`src/sv/fbpa_ram.sv`:
```
// Generic single-write, single-read RAM with registered read data.
`timescale 1ns / 1ps
module fbpa_ram #(
	parameter int WIDTH = 8,
	parameter int DEPTH = 16
) (
	input  logic                     clk,
	input  logic                     we,
	input  logic [$clog2(DEPTH)-1:0] waddr,
	input  logic [WIDTH-1:0]         wdata,
	input  logic                     re,
	input  logic [$clog2(DEPTH)-1:0] raddr,
	output logic [WIDTH-1:0]         rdata
);

	logic [WIDTH-1:0] mem [DEPTH];

	always_ff @(posedge clk) begin
		if (we) begin
			mem[waddr] <= wdata;
		end
		if (re) begin
			rdata <= mem[raddr];
		end
	end

endmodule

```
`config.mk`:
```
export PLATFORM = sky130hd
export DESIGN_NAME = fbpa_ram
export DESIGN_NICKNAME = d
export VERILOG_FILES = /design/src/sv/fbpa_ram.sv
export SDC_FILE = /design/constraint.sdc
export NUM_CORES = 1
export LEC_CHECK = 0
export ABC_CLOCK_PERIOD_IN_PS = 4200
export BUFFER_PORTS_ARGS = -buffer_cell sky130_fd_sc_hd__buf_4
export CAP_MARGIN = 10
export CORE_ASPECT_RATIO = 1.4
export CORE_MARGIN = 5
export CORE_UTILIZATION = 60
export CTS_CLUSTER_DIAMETER = 150
export CTS_CLUSTER_SIZE = 14
export DETAILED_ROUTE_END_ITERATION = 12
export PLACE_DENSITY = 0.78
export SYNTH_ARGS = -nofsm -noshare
export SYNTH_HDL_FRONTEND = slang
export SYNTH_SLANG_ARGS = --single-unit
```
`constraint.sdc`:
```
create_clock -name clk -period 4.2 [get_ports clk]
set_clock_uncertainty 0.1 [all_clocks]
set_input_delay 0.21 -clock clk [delete_from_list [all_inputs] [get_ports clk]]
set_output_delay 0.21 -clock clk [all_outputs]
set_load 0.05 [all_outputs]
```
Word level (Yosys, flattened, before mapping):

Memories as Yosys holds them, arrays and structs flattened. A register that Yosys moved wholly into a read port is not among the register bits.
Index checks and enable logic that the tools add are counted.

* multiplexer cells: 2

Operators by type and width (number)
* $mux 1: 2

* memories kept: 1
* output and inout port bits: 8
* register bits: 0
* bits in writable memories: 128
* input bits: 19
* logic and storage cells: 3

Memory list
* mem: words 16, width 8, read ports 1, clocked after Yosys merged registers in 1, write ports 1, RTL line 16 `logic [WIDTH-1:0] mem [DEPTH];`

Logic depth before layout (Yosys ltp):

Gate-level depths: netlist (run 1).

* word-level depth: 2
* gate-level depth with buffers: 5
* gate-level depth less buffers: 3

Worst setup path before layout (run 1):

No wires, ideal clock.

* path type: in2reg
* from: in waddr[2]
* to: mem mem[0][0] (enable)
* stages on the path: 2
* arrival: 1.320 ns
* path buffers: 0
* path slack: 2.397 ns
* path through: or3b_2 nor3_1

RTL lines
* start: declaration: RTL line 9 `input logic [$clog2(DEPTH)-1:0] waddr,`
* end: declaration: RTL line 16

No word-level cell before the write port.

Worst setup path after layout (run 1):

* from: in waddr[2]
* to: mem mem[0][6] (enable)

No word-level cell before the write port.

==> flow_metrics.env, run 1 <==
export IMPL_outcome="complete, no violations"
export IMPL_dr_first_iter_drc_count=250
export IMPL_synth_seq_cells=136
export IMPL_tns_ps=0
export IMPL_io_pins=27
export IMPL_cts_repair_resized=0
export IMPL_cts_hold_fix_buffers=1
export IMPL_hp_class="in2reg"
export IMPL_path_cells="buf_4, or3b_2, nor3_1"
export IMPL_grt_max_degree=33
export IMPL_grt_pass1_vias=2556
export IMPL_firstDrtPassIters=4
export IMPL_floorplan_initialDensity=0.611
export IMPL_crit_type="in2reg"
export IMPL_crit_required_ps=4110
export IMPL_synth_area_mm2=0.00523
export IMPL_hp_start="wdata[4]"
export IMPL_chipHeight_um=120
export IMPL_root_buffer="clkbuf_16"
export IMPL_max_stage_delay_ps=860
export IMPL_postCtsSetupBuffers=0
export IMPL_fin_crit_sh=0.423
export IMPL_cp_start_kind="input pin"
export IMPL_r2r_start="mem[0][7]"
export IMPL_max_cap_violations=0
export IMPL_nFillCells=484
export IMPL_io_buffer_count=26
export IMPL_drcViolationCount=0
export IMPL_ys_types=18
export IMPL_synth_nets=248
export IMPL_cp_max_fo=8
export IMPL_ctsHtreeMaxLevel=4
export IMPL_multiInputGateArea_mm2=0.00106
export IMPL_hpwl_um=5640
export IMPL_p_per_area_mw_per_mm2=522
export IMPL_ir_drop_mv=0.476
export IMPL_place_area_mm2=0.00549
export IMPL_cts_tree="yes"
export IMPL_worst_ep_arrival_time_ps=1690
export IMPL_period_minus_slack_ps=1780
export IMPL_fp_dieW_um=88.9
export IMPL_fin_area_mm2=0.00609
export IMPL_worst_pin_slew_ps=1100
export IMPL_cp_startpoint="waddr[2]"
export IMPL_std_cell_rows=40
export IMPL_clkTransAtPathRegs_ps=50
export IMPL_setup_violations=0
export IMPL_antenna_found_initial=0
export IMPL_yosys_warnings=0
export IMPL_ys_seq_area_frac=0.781
export IMPL_antenna_left=0
export IMPL_max_slew_margin_rel=0.263
export IMPL_syn_inst=229
export IMPL_synth_avg_cell_area_um2=22.8
export IMPL_drt_total_wl_um=9650
export IMPL_slowest_stage="nor3_1"
export IMPL_p_leak_nw=2.05
export IMPL_grt_ovfl_total=0
export IMPL_gp_congestion=0.782
export IMPL_insertion_delay_ps=400
export IMPL_end_kind="flip-flop"
export IMPL_ff_latch_area_mm2=0.00408
export IMPL_num_vias=2416
export IMPL_rsz0062_at_grt="no"
export IMPL_fin_hold_ws_ps=25.5
export IMPL_die_area_mm2=0.0107
export IMPL_clock_sinks=136
export IMPL_areaGrowthSynthToFinish_pct=16.6
export IMPL_numCtsBuffers=17
export IMPL_antenna_cells=0
export IMPL_timing_final_hold_violations=0
export IMPL_coreArea_mm2=0.00856
export IMPL_clockBufferDepth=2
export IMPL_drv_slew=0
export IMPL_fin_nets=287
export IMPL_final_layout_size_suffix_gt1_frac=0.263
export IMPL_avgRoutedWirePerCell_um=25.0
export IMPL_grt_pass1_wl_um=14800
export IMPL_fmax_mhz=563
export IMPL_vias_per_cell=6.26
export IMPL_grt_usage=0.201
==> placed cells by master, fill, tap and decap left out <==
master         netlist  layout
a22oi_1             16      16
and2_1               1       1
and2b_1              1       1
buf_4                1      29
bufinv_16            0       4
clkbuf_1             0       3
clkbuf_16            0      17
clkinv_1             0       3
clkinv_2             0       5
dlygate4sd3_1        0       1
edfxtp_1           136     136
mux4_1              14      14
mux4_2              18      18
nand2_1              9       9
nand2b_1             2       2
nand3_1              1       1
nand3b_1             2       2
nor2_1              13      13
nor2b_1              1       1
nor3_1               4       4
or3b_2               1       1
==> per-stage QoR <==
stage | power [mW] | setup WS (ps) | util | instances
6_report | 3.18 | 2420 | 0.712 | 386
5_1_grt | 3.27 | 2340 | 0.712 | 386
4_1_cts | 3.20 | 2430 | 0.712 | 386
3_5_place_dp | 1.73 | 2010 | 0.642 | 353
3_3_place_gp | 1.72 | 2050 | 0.642 | 353
2_1_floorplan | 1.66 | 2400 | - | 229
==> layout make-up <==
cell class,count,area share
clock inverter,12,0.0257
sequential,136,0.670
tap,105,0.0216
multi-input combinational,83,0.174
timing repair buffer,30,0.0374
clock buffer,20,0.0717
==> cells in the mapped netlist <==
cell | count | area share
a22oi_1 | 16 | 0.023
and2_1 | 1 | 0.0012
and2b_1 | 1 | 0.0014
buf_2 | 3 | 0.0029
buf_4 | 1 | 0.0014
buf_6 | 3 | 0.0065
clkdlybuf4s25_2 | 3 | 0.0057
edfxtp_1 | 136 | 0.78
mux4_1 | 14 | 0.070
mux4_2 | 18 | 0.078
nand2_1 | 9 | 0.0065
nand2b_1 | 2 | 0.0024
nand3_1 | 1 | 0.00096
nand3b_1 | 2 | 0.0029
nor2_1 | 13 | 0.0093
nor2b_1 | 1 | 0.0012
nor3_1 | 4 | 0.0038
or3b_2 | 1 | 0.0017
==> metal layers <==
layer	share of wire	GRT usage
met5	0	0
met4	0.013	0.0605
met3	0.061	0.0525
met2	0.54	0.333
met1	0.38	0.261
==> registers in the layout, summed over array words and instances (netlist names) <==
register  cells
mem         128
rdata         8
==> cell families (layout without fill, tap and decap cells) <==
kind of cell | after synthesis | after routing | synth area share
flops | 136 | 136 | 0.781
simple gates | 35 | 35 | 0.0314
mux | 32 | 32 | 0.148
buf+inv | 10 | 62 | 0.0165
compound gates | 16 | 16 | 0.0230
==> power breakdown <==
part	total (mW)	internal (mW)	leakage (nW)	switching, mW
combinational	0.163	0.0625	0.515	0.100
sequential	1.54	1.53	1.24	0.00777
clock	1.48	0.981	0.294	0.499
==> final timing paths <==
path	cells after the start	slack (ps)	to
max	3	2420	mem[0][6]
min	1	30	mem[5][4]
max reg2reg	3	2570	rdata[7]
min reg2reg	3	650	rdata[2]
==> critical path, delay by kind of cell <==
family / cells / cell delay [ps]
simple gates: 2 / 1360
buf+inv: 1 / 120
No activity file was read; power rests on OpenSTA's default activity.
==> run 2, diff against run 1 <==
==> config.mk (replaced) <==
export PLATFORM = sky130hd
export DESIGN_NAME = fbpa_ram
export DESIGN_NICKNAME = d
export VERILOG_FILES = /design/src/sv/fbpa_ram.sv
export SDC_FILE = /design/constraint.sdc
export NUM_CORES = 1
export LEC_CHECK = 0
export ABC_CLOCK_PERIOD_IN_PS = 1600
export BUFFER_PORTS_ARGS = -buffer_cell sky130_fd_sc_hd__buf_4
export CAP_MARGIN = 10
export CORE_ASPECT_RATIO = 1.4
export CORE_MARGIN = 5
export CORE_UTILIZATION = 54
export CTS_CLUSTER_DIAMETER = 150
export CTS_CLUSTER_SIZE = 14
export DETAILED_ROUTE_END_ITERATION = 12
export PLACE_DENSITY = 0.74
export SYNTH_ARGS = -nofsm -noshare
export SYNTH_HDL_FRONTEND = slang
export SYNTH_SLANG_ARGS = --single-unit
==> constraint.sdc (replaced) <==
create_clock -name clk -period 1.6 [get_ports clk]
set_clock_uncertainty 0.1 [all_clocks]
set_input_delay 0.08 -clock clk [delete_from_list [all_inputs] [get_ports clk]]
set_output_delay 0.08 -clock clk [all_outputs]
set_load 0.05 [all_outputs]
==> run 2 against run 1 <==
Critical path depth unchanged; worst hold slack improved by 51 ps; setup slack got worse by 2400 ps; global-route usage down 1.1 points; non-clock buffer count is 39 higher; total power rose to 2.6 times the previous value; flip-flop and latch count unchanged; combinational power grew to 3.1 times the previous value; sequential share of layout area shrank 4.0 points; clock power grew to 2.5 times the previous value; largest cell class unchanged.
==> flow_metrics.env, run 2 (synthesis results as in run 1) <==
export IMPL_r2r_start="mem[1][3]"
export IMPL_fp_dieW_um=93.2
export IMPL_grt_pass1_vias=2742
export IMPL_gp_congestion=0.776
export IMPL_finalWorstSetupSlack_ps=19.5
export IMPL_max_slew_margin_rel=0.723
export IMPL_drcViolationCount=0
export IMPL_num_vias=2570
export IMPL_hpwl_um=6590
export IMPL_hp_class="in2reg"
export IMPL_cp_start_kind="flip-flop"
export IMPL_p_per_area_mw_per_mm2=1270
export IMPL_chipHeight_um=126
export IMPL_hp_start="waddr[0]"
export IMPL_io_pins=27
export IMPL_root_buffer="clkbuf_16"
export IMPL_postCtsSetupBuffers=0
export IMPL_regMostFlops="mem"
export IMPL_reg2reg_depth=3
export IMPL_ctsHtreeMaxLevel=4
export IMPL_drt_total_wl_um=10100
export IMPL_antenna_cells=0
export IMPL_die_area_mm2=0.0118
export IMPL_end_kind="flip-flop"
export IMPL_largest_reg_flops=128
export IMPL_drv_slew=0
export IMPL_io_buffer_count=26
export IMPL_clock_sinks=136
export IMPL_final_cell_count_no_fill=430
export IMPL_tns_ps=0
export IMPL_final_common_cell="edfxtp_1"
export IMPL_areaGrowthSynthToFinish_pct=23.9
export IMPL_vias_per_cell=5.98
export IMPL_fmax_mhz=633
export IMPL_p_total_mw=8.24
export IMPL_floorplan_initialDensity=0.553
export IMPL_crit_type="reg2reg"
export IMPL_numCtsBuffers=17
export IMPL_timing_final_hold_violations=0
export IMPL_antenna_left=0
export IMPL_place_area_mm2=0.00580
export IMPL_grt_ovfl_total=0
export IMPL_std_cell_rows=42
export IMPL_dr_first_iter_drc_count=244
export IMPL_fin_hold_ws_ps=76.0
export IMPL_worst_ep_arrival_time_ps=1630
export IMPL_antenna_found_initial=0
export IMPL_endpoint="rdata[3]"
export IMPL_max_cap_violations=0
export IMPL_worstReg2RegEnd="rdata[3]"
export IMPL_final_cell_mix="edfxtp_1, buf_4, mux4_2"
export IMPL_grt_usage=0.190
export IMPL_worst_pin_slew_ps=416
export IMPL_outcome="complete, no violations"
export IMPL_p_leak_nw=2.24
export IMPL_crit_required_ps=1650
export IMPL_fin_nets=326
export IMPL_rrSetupSlack_ps=20
export IMPL_min_path_cells=3
export IMPL_final_layout_size_suffix_gt1_frac=0.369
export IMPL_fin_area_mm2=0.00648
export IMPL_utilization=0.685
export IMPL_insertion_delay_ps=410
export IMPL_clkTransAtPathRegs_ps=60
export IMPL_grt_pass1_wl_um=15800
export IMPL_cp_max_fo=1
export IMPL_clockBufferDepth=2
export IMPL_place_inst=389
export IMPL_pre_cts_ws_ps=-65.8
export IMPL_cp_startpoint="mem[1][3]"
export IMPL_cts_tree="yes"
export IMPL_reg_top3="mem: 128 flops, rdata: 8 flops"
export IMPL_coreArea_mm2=0.00946
export IMPL_firstDrtPassIters=5
export IMPL_fin_crit_sh=0.988
export IMPL_period_minus_slack_ps=1580
export IMPL_ir_drop_mv=0.867
export IMPL_setup_violations=0
export IMPL_grt_max_degree=18
export IMPL_avgRoutedWirePerCell_um=23.4
-- run 2: power breakdown --
part | switching, mW | internal (mW)
combinational | 0.278 | 0.223
clock | 1.41 | 2.29
sequential | 0.0222 | 4.02
total | 1.71 | 6.53
-- run 2: worst min path at each step --
stage	end	slack, ps
2_1_floorplan	mem[0][0]	80
3_3_place_gp	mem[14][6]	280
3_5_place_dp	mem[11][2]	290
4_1_cts	mem[4][6]	60
5_1_grt	mem[4][7]	90
6_report	mem[4][5]	80
-- run 2: cell type report --
type / instances / area [um2]
multi-input cells: 83 / 1070
flip-flops and latches: 136 / 4080
fillers: 585 / 2980
repair buffers: 69 / 603
clock buffers: 17 / 425
clock inverters: 15 / 154
well taps: 110 / 138
-- run 2: critical path, stage by stage (launching register included) --
cell and delay (ps):
edfxtp_1 350, mux4_1 540, a22oi_2 250, nand2_1 90
-- run 2: what timing repair did --
item                                   CTS  global route
hold buffers                             9             0
resized for setup                        0             6
endpoints found under the hold margin  136             0
setup endpoints to repair                0             3
-- run 2: per-layer routing --
metal,GRT usage,share of wire,up-vias
li1,-,-,1136
met1,0.242,0.42,1345
met2,0.310,0.53,83
met3,0.0438,0.043,6
met4,0.0880,0.0099,0
met5,0,0,-
