$ cat src/sv/fbpa_pkg.sv
// Shared constants, codes and types of the fixed block pool allocator.
`timescale 1ns / 1ps
package fbpa_pkg;

	localparam int MAX_BLOCKS = 1024;
	localparam int IDX_W      = (MAX_BLOCKS > 2) ? $clog2(MAX_BLOCKS) : 1;
	localparam int CNT_W      = $clog2(MAX_BLOCKS + 1);
	localparam int ADDR_W     = 32;
	localparam int BB_W       = 17;
	localparam int BC_W       = 11;
	localparam int STAT_W     = 3;
	localparam int REG_IDX_W  = 2;
	localparam int CFG_W      = 32;
	localparam int PROD_W     = CNT_W + BB_W;
	localparam int WIDE_W     = (ADDR_W > PROD_W) ? ADDR_W : PROD_W;
	localparam int ECW        = (CNT_W > BC_W) ? CNT_W : BC_W;
	localparam int STEP_W     = $clog2(IDX_W + 1);

	localparam logic [BB_W-1:0] BB_RESET = BB_W'(64);
	localparam logic [BC_W-1:0] BC_RESET = BC_W'(1024);

	// result status codes
	localparam logic [STAT_W-1:0] RS_ALLOC    = 3'd0;
	localparam logic [STAT_W-1:0] RS_FREED    = 3'd1;
	localparam logic [STAT_W-1:0] RS_EMPTY    = 3'd2;
	localparam logic [STAT_W-1:0] RS_BAD      = 3'd3;
	localparam logic [STAT_W-1:0] RS_OVERFLOW = 3'd4;

	// register indexes
	localparam logic [REG_IDX_W-1:0] REG_POOL_BASE   = 2'd0;
	localparam logic [REG_IDX_W-1:0] REG_BLOCK_BYTES = 2'd1;
	localparam logic [REG_IDX_W-1:0] REG_BLOCK_COUNT = 2'd2;

	localparam logic FUNC_ALLOC = 1'b0;

	typedef struct packed {
		logic done;
		logic exact;
	} div_stat_t;

endpackage

$ cat src/sv/fbpa_div.sv
// Iterative restoring divider: block index and remainder test of a pool offset.
`timescale 1ns / 1ps
module fbpa_div
	import fbpa_pkg::*;
(
	input  logic                        clk,
	input  logic                        arst_n,
	input  logic                        start,
	input  logic [fbpa_pkg::ADDR_W-1:0] dividend,
	input  logic [fbpa_pkg::BB_W-1:0]   divisor,
	output logic [fbpa_pkg::IDX_W-1:0]  quotient,
	output fbpa_pkg::div_stat_t         stat
);

	logic              run_q;
	logic              done_q;
	logic [STEP_W-1:0] step_q;
	logic [WIDE_W-1:0] rem_q;
	logic [WIDE_W-1:0] dsr_q;
	logic [IDX_W-1:0]  quo_q;
	logic              ge;

	// quotient is known to fit IDX_W bits: caller has checked offset < span
	assign ge = (rem_q >= dsr_q);

	always_ff @(posedge clk or negedge arst_n) begin
		if (!arst_n) begin
			run_q  <= 1'b0;
			done_q <= 1'b0;
		end else begin
			done_q <= 1'b0;
			if (start) begin
				run_q <= 1'b1;
			end else if (run_q && step_q == '0) begin
				run_q  <= 1'b0;
				done_q <= 1'b1;
			end
		end
	end

	always_ff @(posedge clk) begin
		if (start) begin
			rem_q  <= WIDE_W'(dividend);
			dsr_q  <= WIDE_W'(divisor) << (IDX_W - 1);
			step_q <= STEP_W'(IDX_W - 1);
			quo_q  <= '0;
		end else if (run_q) begin
			if (ge) begin
				rem_q <= rem_q - dsr_q;
			end
			dsr_q  <= dsr_q >> 1;
			step_q <= step_q - STEP_W'(1);
			quo_q  <= (quo_q << 1) | IDX_W'(ge);
		end
	end

	assign quotient   = quo_q;
	assign stat.done  = done_q;
	assign stat.exact = (rem_q == '0);

endmodule

$ cat config.mk
export PLATFORM = sky130hd
export DESIGN_NAME = fbpa_div
export DESIGN_NICKNAME = d
export VERILOG_FILES = /design/src/sv/fbpa_pkg.sv /design/src/sv/fbpa_div.sv
export SDC_FILE = /design/constraint.sdc
export NUM_CORES = 1
export LEC_CHECK = 0
export BUFFER_PORTS_ARGS = -buffer_cell sky130_fd_sc_hd__buf_2
export CAP_MARGIN = 25
export CORE_MARGIN = 2
export CORE_UTILIZATION = 50
export DETAILED_ROUTE_END_ITERATION = 10
export HOLD_SLACK_MARGIN = 0.12
export PLACE_DENSITY_LB_ADDON = 0.05
export SLEW_MARGIN = 20
export SYNTH_ARGS = -nofsm -noshare
export SYNTH_HDL_FRONTEND = slang
export SYNTH_SLANG_ARGS = --single-unit
$ cat constraint.sdc
create_clock -name clk -period 3.6 [get_ports clk]
set_clock_uncertainty 0.2 [all_clocks]
set_input_delay 0.18 -clock clk [delete_from_list [all_inputs] [get_ports clk]]
set_output_delay 0.18 -clock clk [all_outputs]
set_load 0.01 [all_outputs]
### Word-level counts from Yosys, hierarchy flattened

Cells that the tools add are included.

* add/sub/neg operators: 2
* multipliers: 0
* div/mod/pow operators: 0
* magnitude comparators: 1
* eq/ne operators: 0
* shift operators: 0
* muxes and demuxes: 9
* bitwise gates (word level): 1
* reduce and logical (&&, ||, !) cells: 7

Operators by type and width (number)
* 2-to-1 mux 32 bit: 3
* 2-to-1 mux 26 bit: 2
* greater-or-equal comparator 32 x 26 -> 1 bit: 1
* zero test 32 bit: 1
* subtractor 32 x 26 -> 32 bit: 1
* bitwise OR 10 x 1 -> 10 bit: 1
* nonzero test 2 bit: 3
* zero test 4 bit: 1
* 2-to-1 mux 1 bit: 4
* subtractor 4 x 1 -> 4 bit, second input constant: 1
* AND reduction 2 bit: 1
* logical AND 1 bit: 1

* register bits: 74
* latch bits: 0
* RAM bits: 0
* bits in read-only memories: 0
* input bits: 52
* output and inout port bits: 12
* logic and storage cells: 27
* memories: 0

### Logic depth before layout (Yosys ltp)

Gate-level depths: netlist of run 1.

* depth in word-level cells: 4
* depth in mapped cells: 11
* gate-level depth less buffers: 11

### Worst setup path after synthesis of run 1

Ideal clock, no wire load.

* path type: register to register
* start point: register rem_q[0]
* end point: register rem_q[0] (enable)
* library setup time: 0.425 ns
* arrival: 3.125 ns
* data required time: 2.975 ns
* setup slack: -0.150 ns
* stages on the path, launching flop included: 12
* clock period less this slack: 3.750 ns
* path through: edfxtp_1 inv_1 ha_1 inv_1 fa_1 a21oi_1 o21ai_0 a31o_2 a221oi_1 nor3_1 nor4_1 o21ai_1

* word-level cells in the longest chain between the ends: 3

Ends and longest elaborated chain
* start: declaration: line fbpa_div.sv:18 `logic [WIDE_W-1:0] rem_q;`
* start signal: assignment: line fbpa_div.sv:43 `rem_q <= WIDE_W'(dividend);`
* start signal: assignment: line fbpa_div.sv:49 `rem_q <= rem_q - dsr_q;`
* greater-or-equal comparator 32 x 26 -> 1 bit: line fbpa_div.sv:24 `assign ge = (rem_q >= dsr_q);`
* nonzero test 2 bit (no line)
* AND reduction 2 bit (no line)

Every way passes these cells.
A chain may end at the register's enable or synchronous reset.

### Worst setup path in the final report of run 1

* start point: register rem_q[0]
* end point: register rem_q[1] (enable)

The elaborated chain is that of the path after synthesis.

==> impl_metrics.toml, run 1 <==
[sta]
worst_slew_pin_slew_ns = 0.667
hold_viol = 0
fmax_mhz = 298
fin_tns_setup_ns = 0
slew_headroom_pct = 55.4
fin_ws_ns = 0.247
setup_viol = 0
period_needed_ns = 3.35
rsz0062_at_grt = "false"
finalCritPeriodShare_pct = 93.1
drv_slew = 0

[yosys]
yosys.area.top_type = "edfxtp_1"
seq_area_frac_synth_pct = 41.0
ys_seq_elements = 74
yosys_warnings = 0
syn_nets = 613
syn_avg_cell_area_sq_um = 9.08
synthFlopType = "edfxtp_1"
synth_top_area_share_pct = 30.5
syn_inst = 532
yosysUniqueCellTypes = 62
yosysMostFrequentCell = "nand2_1"
synth_area_sq_um = 4830
yosys-top-cells-count = "67 x nand2_1, 49 x edfxtp_1, 43 x nor2_1"
synth-edff-count = 49
ys_top_cells_by_area = "edfxtp_1 30%, dfxtp_1 9.5%, ha_1 7.3%"
synth-async-reset-ratio_pct = 2.70

[floorplanning]
core-area_sq_um = 9330
num_io_pins = 64
start_util_pct = 51.8
die_w_um = 102
design.die.area_sq_um = 10500
die_y_um = 102
std_cell_rows = 35

[routing]
drtPass1Iterations = 6
wl_um = 11900
wl_per_cell_um = 15.4
first_iter_violations = 268
vias = 4297
drc_errors = 0
drt-vias-per-instance = 5.55
ant_nets = 0

[worst_hold_path]
hp-class = "flop to flop"
hold_path_depth = 1

[final_layout]
drive_above_1_share_pct = 15.7
nNetsFinal = 721
syn_to_final_growth_pct = 23.9
diodes = 0
fillers = 834

[setup_path]
cp.arrival_ns = 3.24
path_delay_family = "compound AO/OA/AOI/OAI gates"
reg2reg_depth = 12
crit_top_cell = "inv_1"
worstPathMaxFanout = 18
critPathKind = "flop to flop"
critical-path-slowest-cell = "nor4_1"
worst-path-stages = 12
cpPeakStageDelay_ns = 0.44
required_ns = 3.49
crit_path_end_kind = "flop"
crit_chain = "inv_1, ha_1, inv_1, fa_1, a21oi_1, o21ai_0, a31o_2, a221oi_1, nor3_1, nor4_1, o21ai_2, buf_4"
start_kind = "flop"
critPathBufInv = 3

[clock_tree]
cts_setup_buffers = 0
ctsHoldBuffers = 52
cts_sinks = 74
cts_resized = 0
cts_tree = "built"
clkTransAtPathRegs_ns = 0.09
clock_latency_ns = 0.35
htree_num_levels = 3
root_buffer = "clkbuf_8"
cts.path.max_buffers = 2
cts_buffers = 9

[grt]
overflow = 0
first_global_vias = 4016
grt_use_total_pct = 23.7
grt_pass1_wl_um = 19400
grt_max_degree = 59
antenna_found_initial = 0

[placed_design]
gp_congestion = 0.957
hpwl_um = 8510
io_buffers = 63
dp_worst_setup_slack_ns = 0.297

[power]
p_leak_nw = 2.67
ir_drop_mv = 0.312
p_per_area_nw_per_um2 = 698

[outcome]
status = "finished clean"

[job]
drv_cap = 0
==> metal layers <==
metal | vias up | global-route usage [%] | wire length, um | part of all wire [%]
li1 | 2148 | - | - | -
met4 | 0 | 6.36 | 188 | 1.6
met3 | 20 | 2.74 | 518 | 4.3
met1 | 1999 | 35.4 | 5880 | 49
met2 | 130 | 36.5 | 5340 | 45
met5 | - | 0 | 0 | 0
==> where the power goes <==
part	total [mW]	switching (mW)	internal, mW
Clock	0.668	0.362	0.306
Sequential	1.33	0.146	1.19
Combinational	2.18	1.26	0.921
==> sequential cells by signal, indices dropped and copies added (netlist names) <==
signal,count
rem_q,32
dsr_q,26
quotient,10
step_q,4
done_q,1
run_q,1
==> worst paths after layout <==
path	endpoint	start	slack [ns]
setup / recovery	rem_q[1]	rem_q[0]	0.25
hold / removal	done_q	step_q[3]	0.27
setup reg to reg	rem_q[1]	rem_q[0]	0.25
hold reg to reg	done_q	step_q[3]	0.27
max in group asynchronous	done_q	arst_n	2.58
min in group asynchronous	done_q	arst_n	0.50
==> worst reg2reg max path: stages, from the launching register on <==
cell      delay, ns
edfxtp_1       0.39
inv_1          0.07
ha_1           0.15
inv_1          0.05
fa_1           0.40
a21oi_1        0.19
o21ai_0        0.18
a31o_2         0.30
a221oi_1       0.31
nor3_1         0.08
nor4_1         0.44
o21ai_2        0.10
buf_4          0.24
==> cell usage in the layout, fill, tap and decap left out, types with 4 or more instances in the layout <==
cell type | synthesis | final
nand2_1 | 67 | 67
buf_2 | 1 | 62
dlygate4sd3_1 | 0 | 52
edfxtp_1 | 49 | 49
nor2_1 | 43 | 43
o21ai_0 | 37 | 37
inv_1 | 35 | 35
ha_1 | 28 | 28
a21oi_1 | 25 | 25
dfxtp_1 | 23 | 23
mux2i_1 | 22 | 22
o31ai_1 | 17 | 17
xnor2_1 | 15 | 15
a21o_1 | 13 | 13
nor4_1 | 11 | 11
xor2_1 | 9 | 9
clkbuf_8 | 0 | 9
nand4_1 | 8 | 8
buf_4 | 1 | 8
nor3_1 | 7 | 7
o211ai_1 | 6 | 6
and2_1 | 6 | 6
nor2b_1 | 6 | 6
a211oi_1 | 5 | 5
and3_1 | 5 | 5
o21bai_1 | 5 | 5
nand2b_1 | 4 | 4
or2_2 | 4 | 4
a221oi_1 | 4 | 4
nand3_1 | 4 | 4
==> stage by stage <==
stage / hold WS, ns / instances / area, sq um / util [%] / power [mW]
after floorplan: -0.316 / 532 / 4830 / - / 2.92
after global placement: -0.236 / 706 / 5270 / 56.5 / 3.42
after detailed placement: -0.234 / 706 / 5270 / 56.5 / 3.43
after CTS: 0.272 / 774 / 5990 / 64.2 / 4.16
after global routing: 0.287 / 774 / 5990 / 64.2 / 4.50
final: 0.268 / 774 / 5990 / 64.2 / 4.18
==> cell type report <==
class	instances	area [sq um]	area share, %
clock buffers	10	149	2.49
repair buffers	122	891	14.9
inverters	36	135	2.26
flip-flops and latches	74	1980	33.1
clock inverters	6	50.0	0.836
well taps	129	161	2.70
multi-input cells	397	2620	43.7
==> kinds of logic (layout without fill, tap and decap cells) <==
| kind of cell | count (synthesis) | count (layout) | synth area share, % |
|---|---|---|---|
| AND/OR/NAND/NOR | 179 | 179 | 17.7 |
| AO/OA/AOI/OAI | 141 | 141 | 19.4 |
| multiplexers | 24 | 24 | 5.02 |
| adder cells (fa/ha/maj) | 29 | 29 | 7.67 |
| buffers and inverters | 61 | 174 | 4.84 |
| flip-flops | 74 | 74 | 41.0 |
| XOR/XNOR | 24 | 24 | 4.35 |
(Power assumes the default switching activity.)
==> run 2, diff against run 1 <==
--- a/config.mk
+++ b/config.mk
@@ -5,13 +5,16 @@
 export SDC_FILE = /design/constraint.sdc
 export NUM_CORES = 1
 export LEC_CHECK = 0
+export ABC_CLOCK_PERIOD_IN_PS = 3600
 export BUFFER_PORTS_ARGS = -buffer_cell sky130_fd_sc_hd__buf_2
 export CAP_MARGIN = 25
 export CORE_MARGIN = 2
 export CORE_UTILIZATION = 50
+export CTS_BUF_LIST = sky130_fd_sc_hd__clkbuf_4 sky130_fd_sc_hd__clkbuf_8
 export DETAILED_ROUTE_END_ITERATION = 10
 export HOLD_SLACK_MARGIN = 0.12
 export PLACE_DENSITY_LB_ADDON = 0.05
+export RECOVER_POWER = 25
 export SLEW_MARGIN = 20
 export SYNTH_ARGS = -nofsm -noshare
 export SYNTH_HDL_FRONTEND = slang
==> impl_metrics.toml, run 2 (synthesis results as in run 1) <==
[setup_path]
worstPathMaxFanout = 18
cp.arrival_ns = 3.27
crit_top_cell = "inv_1"
reg2reg_slack_ns = 0.21
critPathKind = "flop to flop"
critical-path-slowest-cell = "nor4_1"
crit_path_end_kind = "flop"
start_kind = "flop"
cpPeakStageDelay_ns = 0.44
crit_chain = "inv_1, ha_1, inv_1, fa_1, a21oi_1, o21ai_0, a31o_2, a221oi_1, nor3_1, nor4_1, o21ai_2, buf_4"
required_ns = 3.49

[floorplanning]
std_cell_rows = 35
num_io_pins = 64
core-area_sq_um = 9330
die_y_um = 102
design.die.area_sq_um = 10500
start_util_pct = 51.8
die_w_um = 102

[clock_tree]
cts_sinks = 74
cts.path.max_buffers = 2
cts_resized = 0
cts_tree = "built"
root_buffer = "clkbuf_8"
clkTransAtPathRegs_ns = 0.09
cts_setup_buffers = 0
ctsHoldBuffers = 52
clock_latency_ns = 0.35
htree_num_levels = 3
cts_buffers = 9

[power]
p_per_area_nw_per_um2 = 704
finalPower_mw = 4.20
p_leak_nw = 2.62
ir_drop_mv = 0.318

[grt]
first_global_vias = 4016
grt_max_degree = 59
grt_use_total_pct = 23.7
overflow = 0
antenna_found_initial = 0
grt_pass1_wl_um = 19400

[placed_design]
hpwl_um = 8510
gp_congestion = 0.957
dp_worst_setup_slack_ns = 0.297
io_buffers = 63

[routing]
wl_um = 12000
vias = 4311
drc_errors = 0
drtPass1Iterations = 7
ant_nets = 0
first_iter_violations = 247
drt-vias-per-instance = 5.57
wl_per_cell_um = 15.4

[final_layout]
layout_common_cells = "67 x nand2_1, 52 x dlygate4sd3_1, 51 x buf_2"
syn_to_final_growth_pct = 23.5
drive_above_1_share_pct = 13.6
largest_reg_flops = 32
fillers = 840
final_common_cell = "nand2_1"
diodes = 0
nNetsFinal = 721
regMostFlops = "rem_q"

[sta]
worst_slew_pin_slew_ns = 1.10
hold_viol = 0
drv_slew = 0
slew_headroom_pct = 26.6
finalCritPeriodShare_pct = 94.1
period_needed_ns = 3.39
fin_ws_ns = 0.213
setup_viol = 0
rsz0062_at_grt = "false"
fmax_mhz = 295
fin_tns_setup_ns = 0

[outcome]
status = "finished clean"

[worst_hold_path]
hp-class = "flop to flop"

[job]
drv_cap = 0
[run 2: layer usage]
metal	part of all wire, %	GRT usage [%]	vias up	routed length (um)
li1	-	-	2150	-
met1	50	35.4	2026	5940
met2	45	36.5	121	5340
met3	4.2	2.74	14	501
met4	1.5	6.36	0	177
met5	0	0	-	0
[run 2: report_power, final]
group	switching [mW]	leakage (nW)	internal, mW
Clock	0.360	0.107	0.334
Combinational	1.26	1.77	0.918
Sequential	0.146	0.741	1.19
[run 2: area by class of cell]
cell class | instances | area [sq um] | share of cell area (%)
clock buffer | 9 | 124 | 2.08
sequential | 74 | 1980 | 33.2
inverter | 36 | 135 | 2.26
timing repair buffer | 122 | 867 | 14.5
multi-input combinational | 397 | 2620 | 43.9
clock inverter | 7 | 80.1 | 1.34
tap | 129 | 161 | 2.70
[run 2: worst paths after layout]
| kind | start | endpoint | depth (start not counted) |
|---|---|---|---|
| setup reg to reg | rem_q[0] | rem_q[11] | 12 |
| max in group asynchronous | arst_n | done_q | 3 |
| hold / removal | step_q[3] | done_q | 1 |
| min in group asynchronous | arst_n | done_q | 3 |
| hold reg to reg | step_q[3] | done_q | 1 |
| setup / recovery | rem_q[0] | rem_q[11] | 12 |
[run 2: worst max-delay path, delay by kind of cell (launching register included)]
family          cells  cell delay [ns]
compound gates      5             1.07
simple gates        2             0.52
buf+inv             3             0.39
fa+ha+maj           2             0.55
flops               1             0.39
[run 2: per-stage QoR]
step	hold WS, ns	utilization, %	std cells	cell area [sq um]
floorplan	-0.316	-	532	4830
global placement	-0.236	56.5	706	5270
detailed placement	-0.234	56.5	706	5270
CTS	0.272	64.2	774	5990
global route	0.287	64.0	774	5970
finish	0.268	64.0	774	5970
